--- src/hw/rtl/sbf_ram.sv ---
module sbf_ram #(
    parameter int WIDTH = 8,
    parameter int DEPTH = 256
) (
    input  logic                     clk,
    input  logic                     we,
    input  logic [$clog2(DEPTH)-1:0] waddr,
    input  logic [WIDTH-1:0]         wdata,
    input  logic [$clog2(DEPTH)-1:0] raddr,
    output logic [WIDTH-1:0]         rdata
);

    logic [WIDTH-1:0] mem [DEPTH];
    logic [WIDTH-1:0] rdata_reg;

    always_ff @(posedge clk)
    begin
        if (we)
        begin
            mem[waddr] <= wdata;
        end
        rdata_reg <= mem[raddr];
    end

    assign rdata = rdata_reg;

endmodule

--- config.mk ---
export PLATFORM = sky130hd
export DESIGN_NAME = sbf_ram
export DESIGN_NICKNAME = d
export VERILOG_FILES = /design/src/hw/rtl/sbf_ram.sv
export SDC_FILE = /design/constraint.sdc
export NUM_CORES = 2
export LEC_CHECK = 0
export BUFFER_PORTS_ARGS = -buffer_cell sky130_fd_sc_hd__buf_2
export CAP_MARGIN = 25
export CORE_MARGIN = 8
export CORE_UTILIZATION = 50
export CTS_BUF_LIST = sky130_fd_sc_hd__clkbuf_8
export CTS_CLUSTER_DIAMETER = 50
export DETAILED_ROUTE_END_ITERATION = 10
export PLACE_DENSITY = 0.65
export SLEW_MARGIN = 25
export SYNTH_ARGS = -nofsm -noshare
export SYNTH_HDL_FRONTEND = slang
export SYNTH_SLANG_ARGS = --single-unit
--- constraint.sdc ---
create_clock -name clk -period 8.7 [get_ports clk]
set_clock_uncertainty 0.2 [all_clocks]
set_input_delay 2.61 -clock clk [delete_from_list [all_inputs] [get_ports clk]]
set_output_delay 2.61 -clock clk [all_outputs]
set_load 0.01 [all_outputs]
**After elaboration in Yosys (flattened, before gate mapping)**

Memories as Yosys holds them, arrays and structs flattened. A register that Yosys moved wholly into a read port is not among the register bits.
Cells that the tools add are included.

- Equal/unequal tests: 0
- $mul: 0
- Reduce and logical (&&, ||, !) cells: 0
- Shift-type cells: 0
- Div/mod/pow operators: 0
- Bitwise logic cells: 0
- Multiplexer cells: 2
- Add/sub/neg operators: 0
- Order comparisons: 0

Operators with widths:

| operator | number |
|---|---|
| 1-bit two-way mux | 2 |

- Bits in writable memories: 2048
- Flip-flop bits (word level): 0
- Latch bits: 0
- ROM bits: 0
- Memories: 1

Memory list:

| memory | depth | width | rd ports | clocked after Yosys merged registers in | write ports | RTL line | text |
|---|---|---|---|---|---|---|---|
| mem | 256 | 8 | 1 | 1 | 1 | 13 | `logic [WIDTH-1:0] mem [DEPTH];` |

**Logic depth before layout (Yosys ltp)**

- Depth in word-level cells: 2
- Depth in mapped cells: 11
- Mapped depth without buffers: 6

**Worst setup path after synthesis**

No wires, ideal clock.

- Path kind: input to register
- Start: in raddr[0]
- End: reg rdata_reg[2], in the netlist rdata[2], read port of mem
- Cell stages on the path: 9
- Arrival time: 4.417 ns
- Data required time: 8.369 ns
- Buffers on the path: 4
- Path slack: 3.952 ns
- Cell sequence: buf_6 -> buf_12 -> buf_8 -> buf_2 -> mux4_2 -> a22oi_1 -> a21oi_1 -> nor4_1 -> nor4_2

RTL lines:

| item | RTL line | text |
|---|---|---|
| start: declaration | 9 | `input logic [$clog2(DEPTH)-1:0] raddr,` |
| end: declaration | 14 | `logic [WIDTH-1:0] rdata_reg;` |

==> run_summary.xml <==
<?xml version="1.0" encoding="UTF-8"?>
<metrics>
  <group name="run_status">
    <metric name="run_status" unit="">complete, no violations</metric>
  </group>
  <group name="cts">
    <metric name="cts-root-to-sink-buffers" unit="">4</metric>
    <metric name="cts_sinks" unit="">2056</metric>
    <metric name="clk_latency" unit="ns">1.02</metric>
    <metric name="clk_slew_on_worst_s_h_paths" unit="ns">0.06</metric>
    <metric name="cell_at_the_root_of_the_clock_tree" unit="">clkbuf_8</metric>
    <metric name="cts_setup_buffers" unit="">0</metric>
    <metric name="cts_tree" unit="">done</metric>
    <metric name="cts_hold_buf" unit="">0</metric>
    <metric name="clock_tree.htree_level_count" unit="">5</metric>
    <metric name="cts-resized-gates" unit="">0</metric>
    <metric name="cts_inserted_buffers" unit="">342</metric>
  </group>
  <group name="sta">
    <metric name="max_slew.worst_pin.slew" unit="ns">1.116</metric>
    <metric name="final.min_clock_period" unit="ns">5.743</metric>
    <metric name="max_freq" unit="MHz">174.1</metric>
    <metric name="final-max-slew-violation-count" unit="">0</metric>
    <metric name="final_hold_violations" unit="">0</metric>
    <metric name="final.setup.tns" unit="ns">0</metric>
    <metric name="final-setup-viol-count" unit="">0</metric>
    <metric name="unrepaired_setup_endpoints_after_global_routing" unit="">false</metric>
    <metric name="relSlewSlack" unit="%">25.40</metric>
    <metric name="crit_share_post_route" unit="%">66.01</metric>
    <metric name="finalHoldWorstSlack" unit="ns">0.8402</metric>
  </group>
  <group name="synthesis">
    <metric name="synth_commonest_cells" unit="">2048 x edfxtp_1, 454 x mux4_2, 282 x nor2_1, 134 x mux2i_1, 133 x a22oi_1</metric>
    <metric name="netlist-cell-type-count" unit="">55</metric>
    <metric name="netlist.area_leader.share" unit="%">77.30</metric>
    <metric name="ys_warn_count" unit="">0</metric>
    <metric name="synth_sequential_area_ratio" unit="%">77.50</metric>
    <metric name="ys_async_sr_fraction" unit="%">0</metric>
    <metric name="count_of_state_elements_after_synthesis" unit="">2056</metric>
    <metric name="edff_count_synth" unit="">2048</metric>
    <metric name="postSynthCellCount" unit="">3733</metric>
    <metric name="main_flop_type_after_synthesis" unit="">edfxtp_1</metric>
    <metric name="netlist_area" unit="sq um">79560</metric>
    <metric name="yosys.cell_count.top_type" unit="">edfxtp_1</metric>
    <metric name="netlist_top_cells_area" unit="">edfxtp_1 77%, mux4_2 13%, mux2i_1 1.7%</metric>
    <metric name="synthesis.nets" unit="">3759</metric>
    <metric name="synth_top_cell_by_area" unit="">edfxtp_1</metric>
    <metric name="syn_avg_cell_area" unit="sq um">21.31</metric>
  </group>
  <group name="critical_path">
    <metric name="arrival" unit="ns">6.37</metric>
    <metric name="path_max_fanout" unit="">54</metric>
    <metric name="critical_path.slowest_cell" unit="">nor4_1</metric>
    <metric name="timing.critical_path.to_type" unit="">flip-flop</metric>
    <metric name="critPathLaunch" unit="">raddr[0]</metric>
    <metric name="setup.worst_path.start_class" unit="">input port</metric>
    <metric name="cp_slowest_stage_delay" unit="ns">0.68</metric>
    <metric name="critical_path_class" unit="">in -&gt; reg</metric>
    <metric name="series_of_cell_instances_along_the_critical_path" unit="">buf_8 &gt; buf_12 &gt; buf_4 &gt; mux4_2 &gt; a22oi_1 &gt; a21oi_1 &gt; nor4_1 &gt; buf_4 &gt; nor4_1</metric>
    <metric name="regToRegStartpoint" unit="">mem[77][7]</metric>
    <metric name="cp_data_required_time" unit="ns">9.33</metric>
  </group>
  <group name="run">
    <metric name="maxCapViolCount" unit="">0</metric>
  </group>
  <group name="detailed_routing">
    <metric name="highest-signal-layer" unit="">met5</metric>
    <metric name="via_count" unit="">39370</metric>
    <metric name="drt_first_pass_iters" unit="">5</metric>
    <metric name="drt_iter0_drc" unit="">4562</metric>
    <metric name="detail_route.drc_violations" unit="">0</metric>
    <metric name="met3WireLength" unit="um">16100</metric>
    <metric name="final_antenna_net_count" unit="">0</metric>
    <metric name="met2_length" unit="um">94830</metric>
    <metric name="route.layer.met1.wl" unit="um">79120</metric>
    <metric name="totalWireLength" unit="um">196600</metric>
    <metric name="avgViaCountPerCell" unit="">6.258</metric>
    <metric name="wire_per_inst" unit="um">31.25</metric>
  </group>
  <group name="floorplan">
    <metric name="core" unit="sq um">158200</metric>
    <metric name="x_dimension_of_the_die" unit="um">414.9</metric>
    <metric name="site_rows" unit="">146</metric>
    <metric name="boundaryPins" unit="">34</metric>
    <metric name="die_h" unit="um">414.9</metric>
    <metric name="start_util" unit="%">50.29</metric>
    <metric name="die_area" unit="sq um">172100</metric>
  </group>
  <group name="global_route">
    <metric name="number_of_global_route_vias_before_repair" unit="">40010</metric>
    <metric name="grt_first_pass_wirelength" unit="um">283300</metric>
    <metric name="track_usage" unit="%">22.42</metric>
    <metric name="grt_max_degree" unit="">193</metric>
    <metric name="antenna_found_initial" unit="">14</metric>
    <metric name="gr-total-overflow" unit="">0</metric>
  </group>
  <group name="power">
    <metric name="vdd_drop_max" unit="mV">0.1602</metric>
    <metric name="fin_total_pwr" unit="mW">19.52</metric>
    <metric name="leakage" unit="nW">27.45</metric>
    <metric name="power.density" unit="nW/um^2">221.9</metric>
  </group>
  <group name="layout">
    <metric name="n_fill_cell" unit="">11890</metric>
    <metric name="fin_cells" unit="">6291</metric>
    <metric name="multi_input_comb_area" unit="sq um">16560</metric>
    <metric name="area_growth_syn_to_layout" unit="%">10.60</metric>
    <metric name="fin_nets" unit="">4002</metric>
    <metric name="seq_cell_area" unit="sq um">61660</metric>
    <metric name="drive_above_1_share" unit="%">24.29</metric>
    <metric name="max_ffs_per_register" unit="">2048</metric>
  </group>
  <group name="placement">
    <metric name="gp_congestion" unit="">0.8251</metric>
    <metric name="port_buffers" unit="">33</metric>
    <metric name="placed_cells" unit="">5701</metric>
    <metric name="dp.final_hpwl" unit="um">116200</metric>
  </group>
  <group name="hold_path">
    <metric name="worst_hold_startpoint" unit="">mem[44][6]</metric>
    <metric name="hold_class" unit="">reg -&gt; reg</metric>
  </group>
</metrics>
==> cells by family after synthesis <==
logic type      share of synthesized area [%]
compound gates                          3.419
simple gates                            2.628
flops                                   77.50
mux                                     14.62
buf+inv                                 1.831
==> placed cells by master (no fill, tap or decap), types with 30 or more instances in the layout <==
| cell | instances |
|---|---|
| a22oi_1 | 133 |
| mux2i_1 | 134 |
| o221ai_1 | 46 |
| inv_1 | 110 |
| clkbuf_8 | 361 |
| nor2_1 | 277 |
| nand2_1 | 33 |
| clkinv_2 | 30 |
| nand3_1 | 30 |
| buf_4 | 84 |
| edfxtp_1 | 2048 |
| mux4_2 | 454 |
| clkinv_1 | 69 |
| a21oi_1 | 96 |
==> metrics by stage <==
stage	cell area, sq um	setup slack [ns]	util, %
floorplan	79560	3.952	-
global placement	81850	1.766	51.74
detailed placement	81940	1.946	51.80
CTS	87900	3.018	55.57
global route	87970	2.862	55.61
finish	87990	2.957	55.62
==> worst max-delay path, delay by kind of cell <==
| kind | cells | cell delay [ns] |
|---|---|---|
| buffers and inverters | 4 | 1.77 |
| multiplexers | 1 | 0.57 |
| AO/OA/AOI/OAI | 2 | 0.52 |
| AND/OR/NAND/NOR | 2 | 0.74 |
==> routing by layer <==
layer | vias to the layer above | track usage [%]
li1 | 16210 | -
met1 | 20860 | 31.05
met2 | 1876 | 35.70
met3 | 413 | 4.818
met4 | 2 | 7.685
met5 | - | 0
==> worst paths after layout <==
check | end | slack (ns) | cells after the start
worst max-delay path | rdata[7] | 2.96 | 9
worst min-delay path | rdata[6] | 0.84 | 5
worst max register to register | rdata[7] | 5.79 | 6
worst min register to register | rdata[6] | 0.84 | 5
==> area by class of cell <==
type / count / area share, %
Antenna cell: 7 / 0.01991
Clock buffer: 360 / 5.631
Clock inverter: 220 / 1.143
Inverter: 2 / 0.008532
Multi-Input combinational cell: 1442 / 18.82
Sequential cell: 2056 / 70.08
Tap cell: 2072 / 2.946
Timing Repair Buffer: 132 / 1.355
==> report_power, final <==
| part | total [mW] | internal, mW | switching [mW] |
|---|---|---|---|
| clock network | 7.61 | 3.91 | 3.69 |
| logic | 0.972 | 0.327 | 0.645 |
| registers | 10.9 | 10.9 | 0.0209 |
| total | 19.5 | 15.2 | 4.36 |
Power figures use the tool's default switching activity.
