## src/hw/rtl/sbf_div.sv

```systemverilog
module sbf_div #(
    parameter int NUM_W = 44,
    parameter int DEN_W = 36
) (
    input  logic             clk,
    input  logic             rst_n,
    input  logic             start,
    input  logic [NUM_W-1:0] num,
    input  logic [DEN_W-1:0] den,
    output logic             done,
    output logic [NUM_W-1:0] quo,
    output logic [DEN_W-1:0] rem
);

    localparam int CNT_W = $clog2(NUM_W + 1);

    logic [NUM_W-1:0] quo_reg;
    logic [DEN_W-1:0] rem_reg;
    logic [DEN_W-1:0] den_reg;
    logic [CNT_W-1:0] cnt_reg;
    logic             done_reg;
    logic [DEN_W:0]   trial;
    logic [DEN_W:0]   diff;
    logic             ge;

    // One quotient bit per cycle, restoring form.
    assign trial = {rem_reg, quo_reg[NUM_W-1]};
    assign diff  = trial - {1'b0, den_reg};
    assign ge    = trial >= {1'b0, den_reg};

    always_ff @(posedge clk or negedge rst_n)
    begin
        if (!rst_n)
        begin
            cnt_reg  <= '0;
            done_reg <= 1'b0;
        end
        else
        begin
            done_reg <= 1'b0;
            if (start)
            begin
                cnt_reg <= CNT_W'(NUM_W);
            end
            else if (cnt_reg != '0)
            begin
                cnt_reg <= cnt_reg - 1'b1;
                if (cnt_reg == CNT_W'(1))
                begin
                    done_reg <= 1'b1;
                end
            end
        end
    end

    always_ff @(posedge clk)
    begin
        if (start)
        begin
            quo_reg <= num;
            rem_reg <= '0;
            den_reg <= den;
        end
        else if (cnt_reg != '0)
        begin
            quo_reg <= {quo_reg[NUM_W-2:0], ge};
            rem_reg <= ge ? diff[DEN_W-1:0] : trial[DEN_W-1:0];
        end
    end

    assign done = done_reg;
    assign quo  = quo_reg;
    assign rem  = rem_reg;

endmodule

```

## config.mk

```make
export PLATFORM = sky130hd
export DESIGN_NAME = sbf_div
export DESIGN_NICKNAME = d
export VERILOG_FILES = /design/src/hw/rtl/sbf_div.sv
export SDC_FILE = /design/constraint.sdc
export NUM_CORES = 1
export LEC_CHECK = 0
export ABC_CLOCK_PERIOD_IN_PS = 8300
export BUFFER_PORTS_ARGS = -buffer_cell sky130_fd_sc_hd__buf_2
export CAP_MARGIN = 0
export CORE_MARGIN = 4
export CORE_UTILIZATION = 59
export CTS_CLUSTER_DIAMETER = 150
export CTS_CLUSTER_SIZE = 24
export DETAILED_ROUTE_END_ITERATION = 6
export PLACE_DENSITY = 0.93
export SYNTH_ARGS = -nofsm -noshare
export SYNTH_HDL_FRONTEND = slang
export SYNTH_SLANG_ARGS = --single-unit
```

## constraint.sdc

```tcl
create_clock -name clk -period 8.3 [get_ports clk]
set_input_delay 0.415 -clock clk [delete_from_list [all_inputs] [get_ports clk]]
set_output_delay 0.415 -clock clk [all_outputs]
set_load 0.02 [all_outputs]
```

# Word-level counts from Yosys, hierarchy flattened

Index checks and enable logic that the tools add are counted.

Shift-type cells: 0
$lt $le $gt $ge: 1
Equal/unequal tests: 1
Div/mod/pow operators: 0
Muxes and demuxes: 8
Reduce and logical (&&, ||, !) cells: 2
Bitwise operators: 0
Add/subtract/negate cells: 2
Multipliers: 0

Operator list:

| cell                                                 | number |
|---|---|
| two-way mux 44 bit                                   | 2 |
| >= comparator 37 x 36 -> 1 bit                       | 1 |
| two-way mux 36 bit                                   | 1 |
| subtractor 36 bit                                    | 1 |
| two-way mux 6 bit                                    | 2 |
| equality test 6 x 1 -> 1 bit (second input constant) | 1 |
| nonzero test 6 bit                                   | 1 |
| subtractor 6 x 1 -> 6 bit (second input constant)    | 1 |
| two-way mux 1 bit                                    | 3 |
| nonzero test 2 bit                                   | 1 |

Memory bits (writable): 0
Bits in latches: 0
Input bits: 83
Output and inout bits: 81
Logic and storage cells: 19
Bits in read-only memories: 0
Register bits after elaboration: 123
Memories: 0

# Longest topological paths before layout

Gate-level depths: netlist (run 1).

Depth after elaboration: 4
Depth in mapped cells: 14
Depth with buffers taken out: 12

# Least setup slack after synthesis (run 1)

Ideal clock, no wire load.

Path type: reg-to-reg
From: reg cnt_reg[3]
To: reg quo_reg[0], in the netlist quo[0], enable pin
Path slack: 5349 ps
Path buffers: 2
Library setup time: 558 ps
Stages on the path, launching flop included: 6
Arrival: 2393 ps
Period minus slack after synthesis: 2951 ps
Required time: 7742 ps
Path through: dfrtp_1 -> nor4_1 -> and2_1 -> buf_2 -> buf_1 -> nand2_1

Cells in the longest elaborated chain, start to end: 2

RTL lines:

| item                                | line | RTL |
|---|---|---|
| start: declaration                  | 20   | `logic [CNT_W-1:0] cnt_reg;` |
| start signal: assignment            | 43   | `cnt_reg <= CNT_W'(NUM_W);` |
| start signal: assignment            | 47   | `cnt_reg <= cnt_reg - 1'b1;` |
| nonzero test 6 bit                  | 64   | `else if (cnt_reg != '0)` |
| nonzero test 2 bit (no source line) | --   |  |
| end signal: assignment              | 60   | `quo_reg <= num;` |
| end signal: assignment              | 66   | `quo_reg <= {quo_reg[NUM_W-2:0], ge};` |
| end: declaration                    | 17   | `logic [NUM_W-1:0] quo_reg;` |

No other way between the ends.
A chain may end at the register's enable or synchronous reset.

# Worst setup path in the final report (run 1)

From: reg den_reg[7]
To: reg rem_reg[33], in the netlist rem[33]

Cells in the longest elaborated chain, start to end: 2
Elaborated cells between the ends (all ways): 3
Those cells by class: add/sub (1); order compare (1); mux (1)

RTL lines:

| item                                                                       | line   | RTL |
|---|---|---|
| start: declaration                                                         | 19     | `logic [DEN_W-1:0] den_reg;` |
| start signal: assignment                                                   | 62     | `den_reg <= den;` |
| subtractor 36 bit / >= comparator 37 x 36 -> 1 bit (equally long branches) | 28, 29 |  |
| two-way mux 36 bit *                                                       | 67     | `rem_reg <= ge ? diff[DEN_W-1:0] : trial[DEN_W-1:0];` |
| end signal: assignment                                                     | 67     |  |
| end: declaration                                                           | 18     | `logic [DEN_W-1:0] rem_reg;` |

Mark *: on every way between the ends. The rest lies on a longest branch, timed or not.

==> reports/qor.log, run 1 <==
INFO  timing         tightestPinTransition=996ps
INFO  finish         layout-area-overhead-vs-synth=18.9%
INFO  logic_synthesis fraction_of_the_yosys_area_taken_by_sequential_cells=44.7%
INFO  worst_setup_path crit-reg2reg-launch=den_reg[7]
INFO  global_routing global_route.usage.total=25.7%
INFO  timing         max_freq=293MHz
INFO  die            io_pins=164
INFO  routing        postRouteWirelength=17.8mm
INFO  logic_synthesis ys_dominant_reg_cell=edfxtp_1
INFO  timing         hold_viol_final=0
INFO  worst_setup_path required=8560ps
INFO  global_routing grt_antenna_before_repair=0
INFO  worst_setup_path worst_ep_arrival_time=3670ps
INFO  die            floorplan.initialDensity=60.9%
INFO  finish         fin_nets=956
INFO  finish         area_taken_by_multi_input_logic_gates=3620squm
INFO  finish         post-route-cell-area=8760squm
INFO  power          irDropWorstVdd=0.198mV
INFO  finish         drive_gt1_share=37.7%
INFO  min_path       holdPathStages=1
INFO  run_status     outcome=complete, no violations
INFO  min_path       timing.hold.worst.start=den[4]
INFO  global_routing grt_remaining_overflow=0
INFO  die            rows=40
INFO  job            max_cap_viol_count=0
INFO  power          sequentialPowerShare=42.8%
INFO  routing        route.detailed.wl_per_inst=17.6um
INFO  clock_network  clock_sinks=123
INFO  worst_setup_path ff2ff_setup_slack=4890ps
INFO  place          place_ws=4910ps
INFO  clock_network  cts.root.buffer_cell=clkbuf_16
INFO  logic_synthesis yosys_warnings=0
INFO  clock_network  post_cts_buffers=0
INFO  logic_synthesis synth.net_count=803
INFO  logic_synthesis synth_area=7370squm
INFO  power          p_comb_share=12.2%
INFO  clock_network  number_of_h_tree_branching_levels=4
INFO  worst_setup_path worst-r2r-cell-count=11
INFO  logic_synthesis synth_enable_flop_cells=80
INFO  logic_synthesis synth_top_cell_by_area=edfxtp_1
INFO  timing         rsz0062_at_grt=no
INFO  finish         fill_cells=880
INFO  logic_synthesis post_synth_main_area_contributors=edfxtp_1 (33%), dfxtp_1 (9.8%), mux2_2 (6.9%)
INFO  die            die_h=120um
INFO  die            placeableCoreArea=12,100squm
INFO  place          gp_congestion=0.927
INFO  worst_setup_path critPathMaxFanout=39
INFO  timing         period_needed=3410ps
INFO  global_routing grt_max_degree=68
INFO  logic_synthesis synth_cell_types=72
INFO  timing         final_critical_path_setup_slack=4890ps
INFO  routing        via_count=5,835
INFO  worst_setup_path startpoint_type=register
INFO  clock_network  clock_insertion_delay_worst_skew=420ps
INFO  logic_synthesis async_sr_flop_fraction=5.69%
INFO  power          total_switching_power=0.000423W
INFO  power          powerDensity=192nW/um^2
INFO  clock_network  ctsLongestPathBuffers=2
INFO  global_routing grt_pass1_vias=5,890
INFO  clock_network  cts_tree=built
INFO  logic_synthesis syn-mean-instance-area=10.8squm
INFO  logic_synthesis postSynthCellCount=681
INFO  timing         slew_headroom=33.4%
INFO  place          dp_hpwl=12.7mm
INFO  power          p_leak=3.93nW
INFO  routing        detail_route.iter0.violations=357
INFO  worst_setup_path end_kind=register
INFO  finish         diodes=0
INFO  timing         finalSetupViolCount=0
INFO  place          io_buffer_count=163
INFO  routing        detail-route-antenna-nets=0
INFO  logic_synthesis ys_seq_elements=123
INFO  timing         timing_max_transition_violations_final=0
INFO  routing        drt_first_pass_iters=5
INFO  global_routing grt_first_pass_wirelength=29.4mm
INFO  worst_setup_path crit_reg_reg_endpoint=rem[33]
INFO  routing        drt_drc_violations_left=0
INFO  die            design.die.area=14,300squm
INFO  logic_synthesis synthDominantCellAreaShare=32.6%
INFO  timing         layout_worst_path_cycle_share=41.1%
INFO  min_path       min_path_type=in2reg
INFO  timing         clock-skew-final=11.9ps
INFO  routing        avgViaCountPerCell=5.75
INFO  min_path       worst_hold_path.endpoint=den_reg[4]
INFO  timing         worst_hold_margin=161ps
INFO  power          p_clk_share=45.0%
INFO  die            die_w=120um
INFO  worst_setup_path timing_worst_setup_path_type=reg2reg
INFO  clock_network  clkSlewWorstSetupHoldPaths=60ps
INFO  timing         total_negative_slack=0ps
INFO  power          internal=0.00126W
INFO  power          switching_share=25.2%
INFO  finish         seq_area=3300squm
INFO  finish         largest_register_ffs=44
INFO  place          placement.cell_area=8150squm
INFO  clock_network  cts_buffers=17
==> metrics by stage <==
step / cells / total power, W / utilization, %
6_report: 1015 / 0.00168 / 72.4
5_1_grt: 1015 / 0.00174 / 72.4
4_1_cts: 1015 / 0.00169 / 72.4
3_5_place_dp: 982 / 0.000933 / 67.3
3_3_place_gp: 982 / 0.000926 / 67.3
2_1_floorplan: 681 / 0.000864 / -
==> power groups by stage <==
| stage | logic, W | clock network [W] | registers [W] |
|---|---|---|---|
| 4_1_cts | 0.000205 | 0.000765 | 0.000720 |
| 2_1_floorplan | 0.000107 | 0 | 0.000756 |
| 3_5_place_dp | 0.000202 | 0 | 0.000731 |
| 3_3_place_gp | 0.000196 | 0 | 0.000730 |
| 6_report | 0.000205 | 0.000756 | 0.000720 |
| 5_1_grt | 0.000223 | 0.000792 | 0.000725 |
==> logic make-up (layout without fill, tap and decap cells) <==
group	count (synthesis)	in the layout	synth area share [%]
AND/OR/NAND/NOR	190	190	12.3
AO/OA/AOI/OAI	167	167	18.8
flip-flops	123	123	44.7
buffers and inverters	81	247	6.13
multiplexers	49	49	7.48
adder cells (fa/ha/maj)	39	39	6.72
XOR/XNOR	32	32	3.80
==> layout make-up <==
cell class                 instances  area share (%)
clock inverter                    13            1.91
timing repair buffer             167            9.71
multi-input combinational        477            41.4
clock buffer                      19            4.94
tap                              168            2.40
sequential                       123            37.6
inverter                          48            2.06
==> placed cells by master, fill, tap and decap left out, drive strengths merged, types with 5 or more instances in the layout <==
cell type,count
xor2,11
ha,38
nand3,8
nor2,53
xnor2,21
a311oi,24
nor3,8
nand2,84
edfxtp,80
nand4,7
buf,166
o211ai,6
clkbuf,19
inv,51
a31oi,11
a211oi,14
nor4,5
o21ai,22
dfxtp,36
dfrtp,7
clkinv,5
a21o,17
mux2,46
a21oi,46
o21a,5
and3,8
==> worst max path at each step <==
stage                           from      end  slack [ps]  depth (start not counted)
after floorplan           cnt_reg[3]   quo[0]        5350                          5
after global placement        rem[6]  rem[33]        4990                         10
after detailed placement      rem[6]  rem[33]        4910                         10
after CTS                 den_reg[7]  rem[33]        4890                         11
after global routing      den_reg[7]  rem[33]        4610                         11
final                     den_reg[7]  rem[33]        4890                         11
==> routing by layer <==
metal	wire length [um]	up-vias	share of wire [%]	track usage, %
met4	274	0	1.5	8.88
li1	-	2806	-	-
met1	7240	2753	41	31.9
met3	1610	19	9.0	8.58
met2	8720	257	49	42.3
met5	0	-	0	0
==> worst max-delay path, cell delays in order, from the launching register on <==
cell and delay (ps):
edfxtp_1 320, inv_1 50, ha_1 430, nand4_1 180, o21a_1 230, a31oi_2 230, a311oi_4 170, a21oi_2 280
o21a_2 730, mux2_2 410, mux2i_1 130, a311oi_1 60
==> what timing repair did <==
item                                   CTS  global route
gates resized for setup                  0             0
endpoints found under the hold margin    7             0
hold buffers                             1             0
==> synth_stat cells (5+ instances only) <==
library cell	instances
nor2_1	53
nand3_1	8
a31oi_1	10
nor4_1	5
xnor2_1	21
buf_6	7
ha_1	38
o21ai_0	17
clkbuf_1	11
nor3_1	8
a311oi_2	22
buf_2	7
a21o_1	16
a211oi_2	8
nand4_1	7
nand2_2	21
dfrtp_1	7
inv_1	48
dfxtp_1	36
edfxtp_1	80
a211oi_1	6
and3_1	7
a21oi_1	37
nand2_1	62
mux2_2	45
a21oi_2	9
xor2_1	11
No activity file was read; power rests on OpenSTA's default activity.
==> inputs of run 2 (changes only) <==
Settings changed: ABC_CLOCK_PERIOD_IN_PS 8300 to 3150, CORE_UTILIZATION 59 to 55, PLACE_DENSITY 0.93 to 0.88.
Clock period 8.3 ns to 3.15 ns, I/O delays scaled along.
==> run 2 against run 1 <==
Against the previous run: worst setup slack worse by 4700 ps; sequential power grew to 2.6 times the previous value; final cell count is 5.2% higher; via count is 2.9% higher; die area is 6.8% higher; largest power group unchanged; clock-buffer cell count is 2 lower; critical path type unchanged; routed wire length is 2.0% higher.
==> reports/qor.log, run 2 (synthesized netlist as in run 1, its figures left out) <==
INFO  run_status     outcome=complete, no violations
INFO  clock_network  cts_buffers=17
INFO  timing         total_negative_slack=0ps
INFO  worst_setup_path end_kind=register
INFO  clock_network  post_cts_buffers=0
INFO  place          gp_congestion=0.947
INFO  die            floorplan.initialDensity=55.9%
INFO  timing         slew_headroom=57.1%
INFO  power          irDropWorstVdd=0.414mV
INFO  routing        detail-route-antenna-nets=0
INFO  routing        route.detailed.wl_per_inst=17.0um
INFO  routing        postRouteWirelength=18.2mm
INFO  worst_setup_path worstPathBufferInverterCount=1
INFO  timing         timing_max_transition_violations_final=0
INFO  timing         rsz0062_at_grt=no
INFO  timing         worst_hold_margin=35.4ps
INFO  worst_setup_path family_with_the_most_delay_on_the_worst_path=compound AO/OA/AOI/OAI gates
INFO  routing        drt_first_pass_iters=5
INFO  clock_network  ctsLongestPathBuffers=2
INFO  power          powerDensity=481nW/um^2
INFO  worst_setup_path cpPeakStageDelay=400ps
INFO  global_routing global_route.usage.total=24.3%
INFO  place          dp_hpwl=13.1mm
INFO  worst_setup_path timing.critical_path.cells=ha_1 -> and4_1 -> a21oi_1 -> a21oi_2 -> a311oi_4 -> a21oi_2 -> o21ai_4 -> buf_6 -> a21oi_1 -> a211oi_2
INFO  finish         diodes=0
INFO  routing        avgViaCountPerCell=5.62
INFO  finish         layout-area-overhead-vs-synth=25.4%
INFO  global_routing grt_first_pass_wirelength=29.2mm
INFO  global_routing grt_remaining_overflow=0
INFO  clock_network  clock_insertion_delay_worst_skew=420ps
INFO  clock_network  clkSlewWorstSetupHoldPaths=60ps
INFO  timing         clock-skew-final=8.66ps
INFO  clock_network  clock_sinks=123
INFO  timing         layout_worst_path_cycle_share=92.9%
INFO  worst_setup_path timing_worst_setup_path_type=reg2reg
INFO  finish         largest_register_ffs=44
INFO  worst_setup_path crit_slowest_cell=ha_1
INFO  finish         fin_nets=1,002
INFO  worst_setup_path required=3480ps
INFO  routing        drt_drc_violations_left=0
INFO  timing         hold_viol_final=0
INFO  finish         final_common_cell=buf_2
INFO  place          dpl.cell_count=1,000
INFO  die            die_w=124um
INFO  timing         finalSetupViolCount=0
INFO  global_routing grt_antenna_before_repair=0
INFO  global_routing grt_max_degree=71
INFO  global_routing grt_pass1_vias=6,078
INFO  worst_setup_path worst_ep_arrival_time=3250ps
INFO  finish         fill_cells=962
INFO  clock_network  cts_tree=built
INFO  die            rows=42
INFO  die            die_h=124um
INFO  min_path       min_path_type=in2reg
INFO  timing         tightestPinTransition=644ps
INFO  job            max_cap_viol_count=0
INFO  finish         area_taken_by_multi_input_logic_gates=3640squm
INFO  worst_setup_path critPathMaxFanout=17
INFO  power          p_leak=4.13nW
INFO  die            io_pins=164
INFO  die            placeableCoreArea=13,200squm
INFO  timing         max_freq=342MHz
INFO  clock_network  number_of_h_tree_branching_levels=4
INFO  power          finalPower=0.00444W
INFO  place          io_buffer_count=163
INFO  routing        detail_route.iter0.violations=478
INFO  worst_setup_path startpoint_type=register
INFO  finish         fin_cells=1,068
INFO  routing        via_count=6,005
INFO  finish         drive_gt1_share=37.4%
INFO  finish         seq_area=3300squm
INFO  finish         final_cell_mix=buf_2 (162), edfxtp_1 (80), nand2_1 (61)
INFO  timing         period_needed=2930ps
INFO  clock_network  cts.root.buffer_cell=clkbuf_16
INFO  die            design.die.area=15,300squm
==> run 2: changes by cell type in the layout (fill, tap and decap cells not counted), moves of 2 or more <==
cell	before	now
inv_6	3	1
clkbuf_1	2	0
buf_4	4	12
dlygate4sd3_1	1	37
clkinv_4	3	5
==> run 2: metrics by stage <==
step	util, %	setup WS (ps)	area [sq um]
floorplan	-	199	7370
detailed placement	62.6	158	8250
global route	70.1	31.1	9240
global placement	62.6	315	8250
finish	70.1	224	9240
CTS	69.9	90.9	9220
==> run 2: cell type report <==
cell class	count	area share (%)
Clock inverter	14	1.87
Sequential cell	123	35.7
Tap cell	176	2.38
Timing Repair Buffer	213	14.1
Inverter	48	1.95
Multi-Input combinational cell	477	39.4
Clock buffer	17	4.60
==> run 2: where the power goes <==
part           leakage, nW  internal [W]  switching [W]
clock network        0.289       0.00124       0.000732
registers             1.19       0.00184      0.0000603
logic                 2.65      0.000255       0.000318
total                 4.13       0.00333        0.00111
==> run 2: worst paths after layout <==
check,startpoint,endpoint,slack [ps],cells past startpoint
setup / recovery,rem[10],rem[24],220,10
max in group asynchronous,rst_n,cnt_reg[1],2890,2
setup reg to reg,rem[10],rem[24],220,10
hold / removal,num[12],quo[12],40,2
hold reg to reg,rem[18],rem[19],530,2
min in group asynchronous,rst_n,cnt_reg[4],100,2
==> run 2: worst reg2reg max path, stage by stage (launching register included) <==
cell and delay [ps]:
dfxtp_1 340, ha_1 400, and4_1 260, a21oi_1 230, a21oi_2 110, a311oi_4 400
a21oi_2 160, o21ai_4 300, buf_6 260, a21oi_1 120, a211oi_2 260
==> run 2: repair_timing <==
item / CTS / global route
setup endpoints to repair: 0 / 7
hold buffers: 37 / 0
gates resized for setup: 0 / 6
endpoints found under the hold margin: 43 / 0
==> run 2: routing by layer <==
layer	part of all wire, %	up-vias	global-route usage, %	wire, um
met2	47	238	39.5	8590
met3	8.1	34	6.95	1470
met4	2.3	0	10.2	418
met5	0	-	0	0
met1	42	2841	30.4	7720
li1	-	2892	-	-
==> inputs of run 3 (changes only) <==
Settings changed: PLACE_DENSITY 0.88 to 0.92, SKIP_LAST_GASP set to 1.
==> run 3 against run 2 <==
Against the previous run: critical path depth up 2; largest cell class unchanged; core utilization fell by 0.21 points; largest power group is now sequential cells; critical endpoint is now rem[32]; critical path type unchanged; worst setup slack lost 96 ps; sequential share of layout area up 0.11 points; global-route usage grew 0.22 points.
==> reports/qor.log, run 3 (synthesized netlist as in run 1, its figures left out) <==
INFO  run_status     outcome=complete, no violations
INFO  die            io_pins=164
INFO  timing         tightestPinTransition=783ps
INFO  worst_setup_path cpPeakStageDelay=420ps
INFO  finish         post-route-cell-area=9220squm
INFO  die            design.die.area=15,300squm
INFO  clock_network  post_cts_buffers=0
INFO  finish         fin_cells=1,068
INFO  worst_setup_path required=3480ps
INFO  job            max_cap_viol_count=0
INFO  min_path       timing.hold.worst.start=num[38]
INFO  place          dp_hpwl=12.7mm
INFO  finish         seq_area=3300squm
INFO  worst_setup_path timing.critical_path.cells=inv_1 -> ha_1 -> fa_1 -> nor2b_1 -> o31a_1 -> o21ai_1 -> a32oi_1 -> a21boi_2 -> o21ai_1 -> xor2_1 -> nand2_1 -> a311oi_2
INFO  finish         fill_cells=932
INFO  timing         hold_viol_final=0
INFO  finish         area_taken_by_multi_input_logic_gates=3650squm
INFO  finish         largest_register_ffs=44
INFO  finish         final_common_cell=buf_2
INFO  routing        drt_drc_violations_left=0
INFO  global_routing grt_first_pass_wirelength=29.3mm
INFO  finish         layout-area-overhead-vs-synth=25.0%
INFO  routing        detail-route-antenna-nets=0
INFO  clock_network  clock_sinks=123
INFO  die            floorplan.initialDensity=55.9%
INFO  clock_network  ctsLongestPathBuffers=2
INFO  timing         period_needed=3020ps
INFO  timing         finalSetupViolCount=0
INFO  power          irDropWorstVdd=0.486mV
INFO  worst_setup_path worst-r2r-cell-count=12
INFO  routing        detail_route.iter0.violations=505
INFO  place          io_buffer_count=163
INFO  worst_setup_path timing.critical_path.mode_cell=o21ai_1
INFO  clock_network  clkSlewWorstSetupHoldPaths=60ps
INFO  place          dpl.cell_count=999
INFO  clock_network  cts.root.buffer_cell=clkbuf_16
INFO  worst_setup_path critPathMaxFanout=3
INFO  power          powerDensity=474nW/um^2
INFO  worst_setup_path startpoint_type=register
INFO  global_routing grt_pass1_vias=6,035
INFO  routing        route.detailed.wl_per_inst=17.5um
INFO  worst_setup_path ff2ff_setup_slack=130ps
INFO  worst_setup_path end_kind=register
INFO  worst_setup_path crit_reg_reg_endpoint=rem[32]
INFO  timing         layout_worst_path_cycle_share=95.9%
INFO  place          gp_congestion=0.940
INFO  timing         timing_max_transition_violations_final=0
INFO  place          placement.cell_area=8260squm
INFO  clock_network  cts_tree=built
INFO  power          p_leak=4.12nW
INFO  clock_network  cts_buffers=17
INFO  worst_setup_path timing_worst_setup_path_type=reg2reg
INFO  clock_network  number_of_h_tree_branching_levels=4
INFO  worst_setup_path crit_slowest_cell=edfxtp_1
INFO  timing         clock-skew-final=8.18ps
INFO  worst_setup_path critPathLaunch=quo[43]
INFO  routing        postRouteWirelength=18.7mm
INFO  die            rows=42
INFO  global_routing grt_antenna_before_repair=0
INFO  routing        via_count=6,091
INFO  timing         final_critical_path_setup_slack=128ps
INFO  min_path       min_path_type=in2reg
INFO  global_routing grt_remaining_overflow=0
INFO  die            placeableCoreArea=13,200squm
INFO  worst_setup_path worst_ep_arrival_time=3350ps
INFO  die            die_h=124um
INFO  finish         drive_gt1_share=37.2%
INFO  routing        avgViaCountPerCell=5.70
INFO  timing         rsz0062_at_grt=no
INFO  routing        drt_first_pass_iters=5
INFO  global_routing grt_max_degree=120
INFO  die            die_w=124um
INFO  finish         diodes=0
INFO  finish         final_cell_mix=buf_2 (162), edfxtp_1 (80), nand2_1 (61)
INFO  timing         max_freq=331MHz
INFO  worst_setup_path worstSetupEndpoint=rem[32]
INFO  timing         total_negative_slack=0ps
INFO  global_routing global_route.usage.total=24.6%
INFO  timing         slew_headroom=47.8%
INFO  clock_network  clock_insertion_delay_worst_skew=420ps
INFO  worst_setup_path crit-reg2reg-launch=quo[43]
INFO  place          place_ws=103ps
INFO  finish         fin_nets=1,001
[run 3: changes by cell type in the layout (fill, tap and decap cells not counted), sizes merged]
cell	change
inv	+5
clkinv	-3
bufinv	-2
buf	-1
clkinvlp	+1
[run 3: final cells by class]
type	count	share of cell area, %
clock buffers	17	4.62
flip-flops and latches	123	35.8
multi-input cells	477	39.6
inverters	48	1.96
clock inverters	15	1.52
well taps	176	2.39
repair buffers	212	14.1
[run 3: worst max-delay path: cells and delay by family, from the launching register on]
family,cells,cell delay (ps)
and+or+nand+nor,2,240
DFF,1,420
adders and majority gates,2,630
xor gates and xnor gates,1,190
buffers and inverters,1,70
AOI/OAI and AO/OA,6,1380
[run 3: repair_timing]
item / CTS / global route
hold endpoints to repair: 43 / 0
hold buffers: 37 / 0
setup endpoints to repair: 0 / 12
gates resized for setup: 0 / 5
[run 3: power by group]
group / leakage, nW / internal [W] / total, W / switching, W
Sequential: 1.19 / 0.00184 / 0.00190 / 0.0000613
Combinational: 2.65 / 0.000258 / 0.000581 / 0.000323
Clock: 0.273 / 0.00110 / 0.00189 / 0.000791
Total: 4.12 / 0.00319 / 0.00437 / 0.00118
[run 3: how the worst min path moves through the flow]
| stage | endpoint | slack, ps | depth (start not counted) |
|---|---|---|---|
| floorplan | cnt_reg[0] | -140 | 0 |
| global placement | done | 3 | 1 |
| detailed placement | done | -0.9 | 1 |
| CTS | quo[38] | 20 | 2 |
| global route | quo[41] | 20 | 2 |
| finish | quo[38] | 40 | 2 |
[run 3: metrics by stage]
| step | util [%] | total power [W] | hold WS (ps) |
|---|---|---|---|
| 6_report | 69.9 | 0.00437 | 35.1 |
| 5_1_grt | 69.9 | 0.00451 | 23.3 |
| 4_1_cts | 69.7 | 0.00437 | 24.4 |
| 3_5_place_dp | 62.6 | 0.00246 | -0.895 |
| 3_3_place_gp | 62.6 | 0.00245 | 2.76 |
| 2_1_floorplan | - | 0.00228 | -138 |
[run 3: per-layer routing]
metal / global-route usage [%] / part of all wire [%]
met5: 0 / 0
met3: 8.17 / 7.8
met1: 28.7 / 39
met2: 43.1 / 51
met4: 6.64 / 1.5
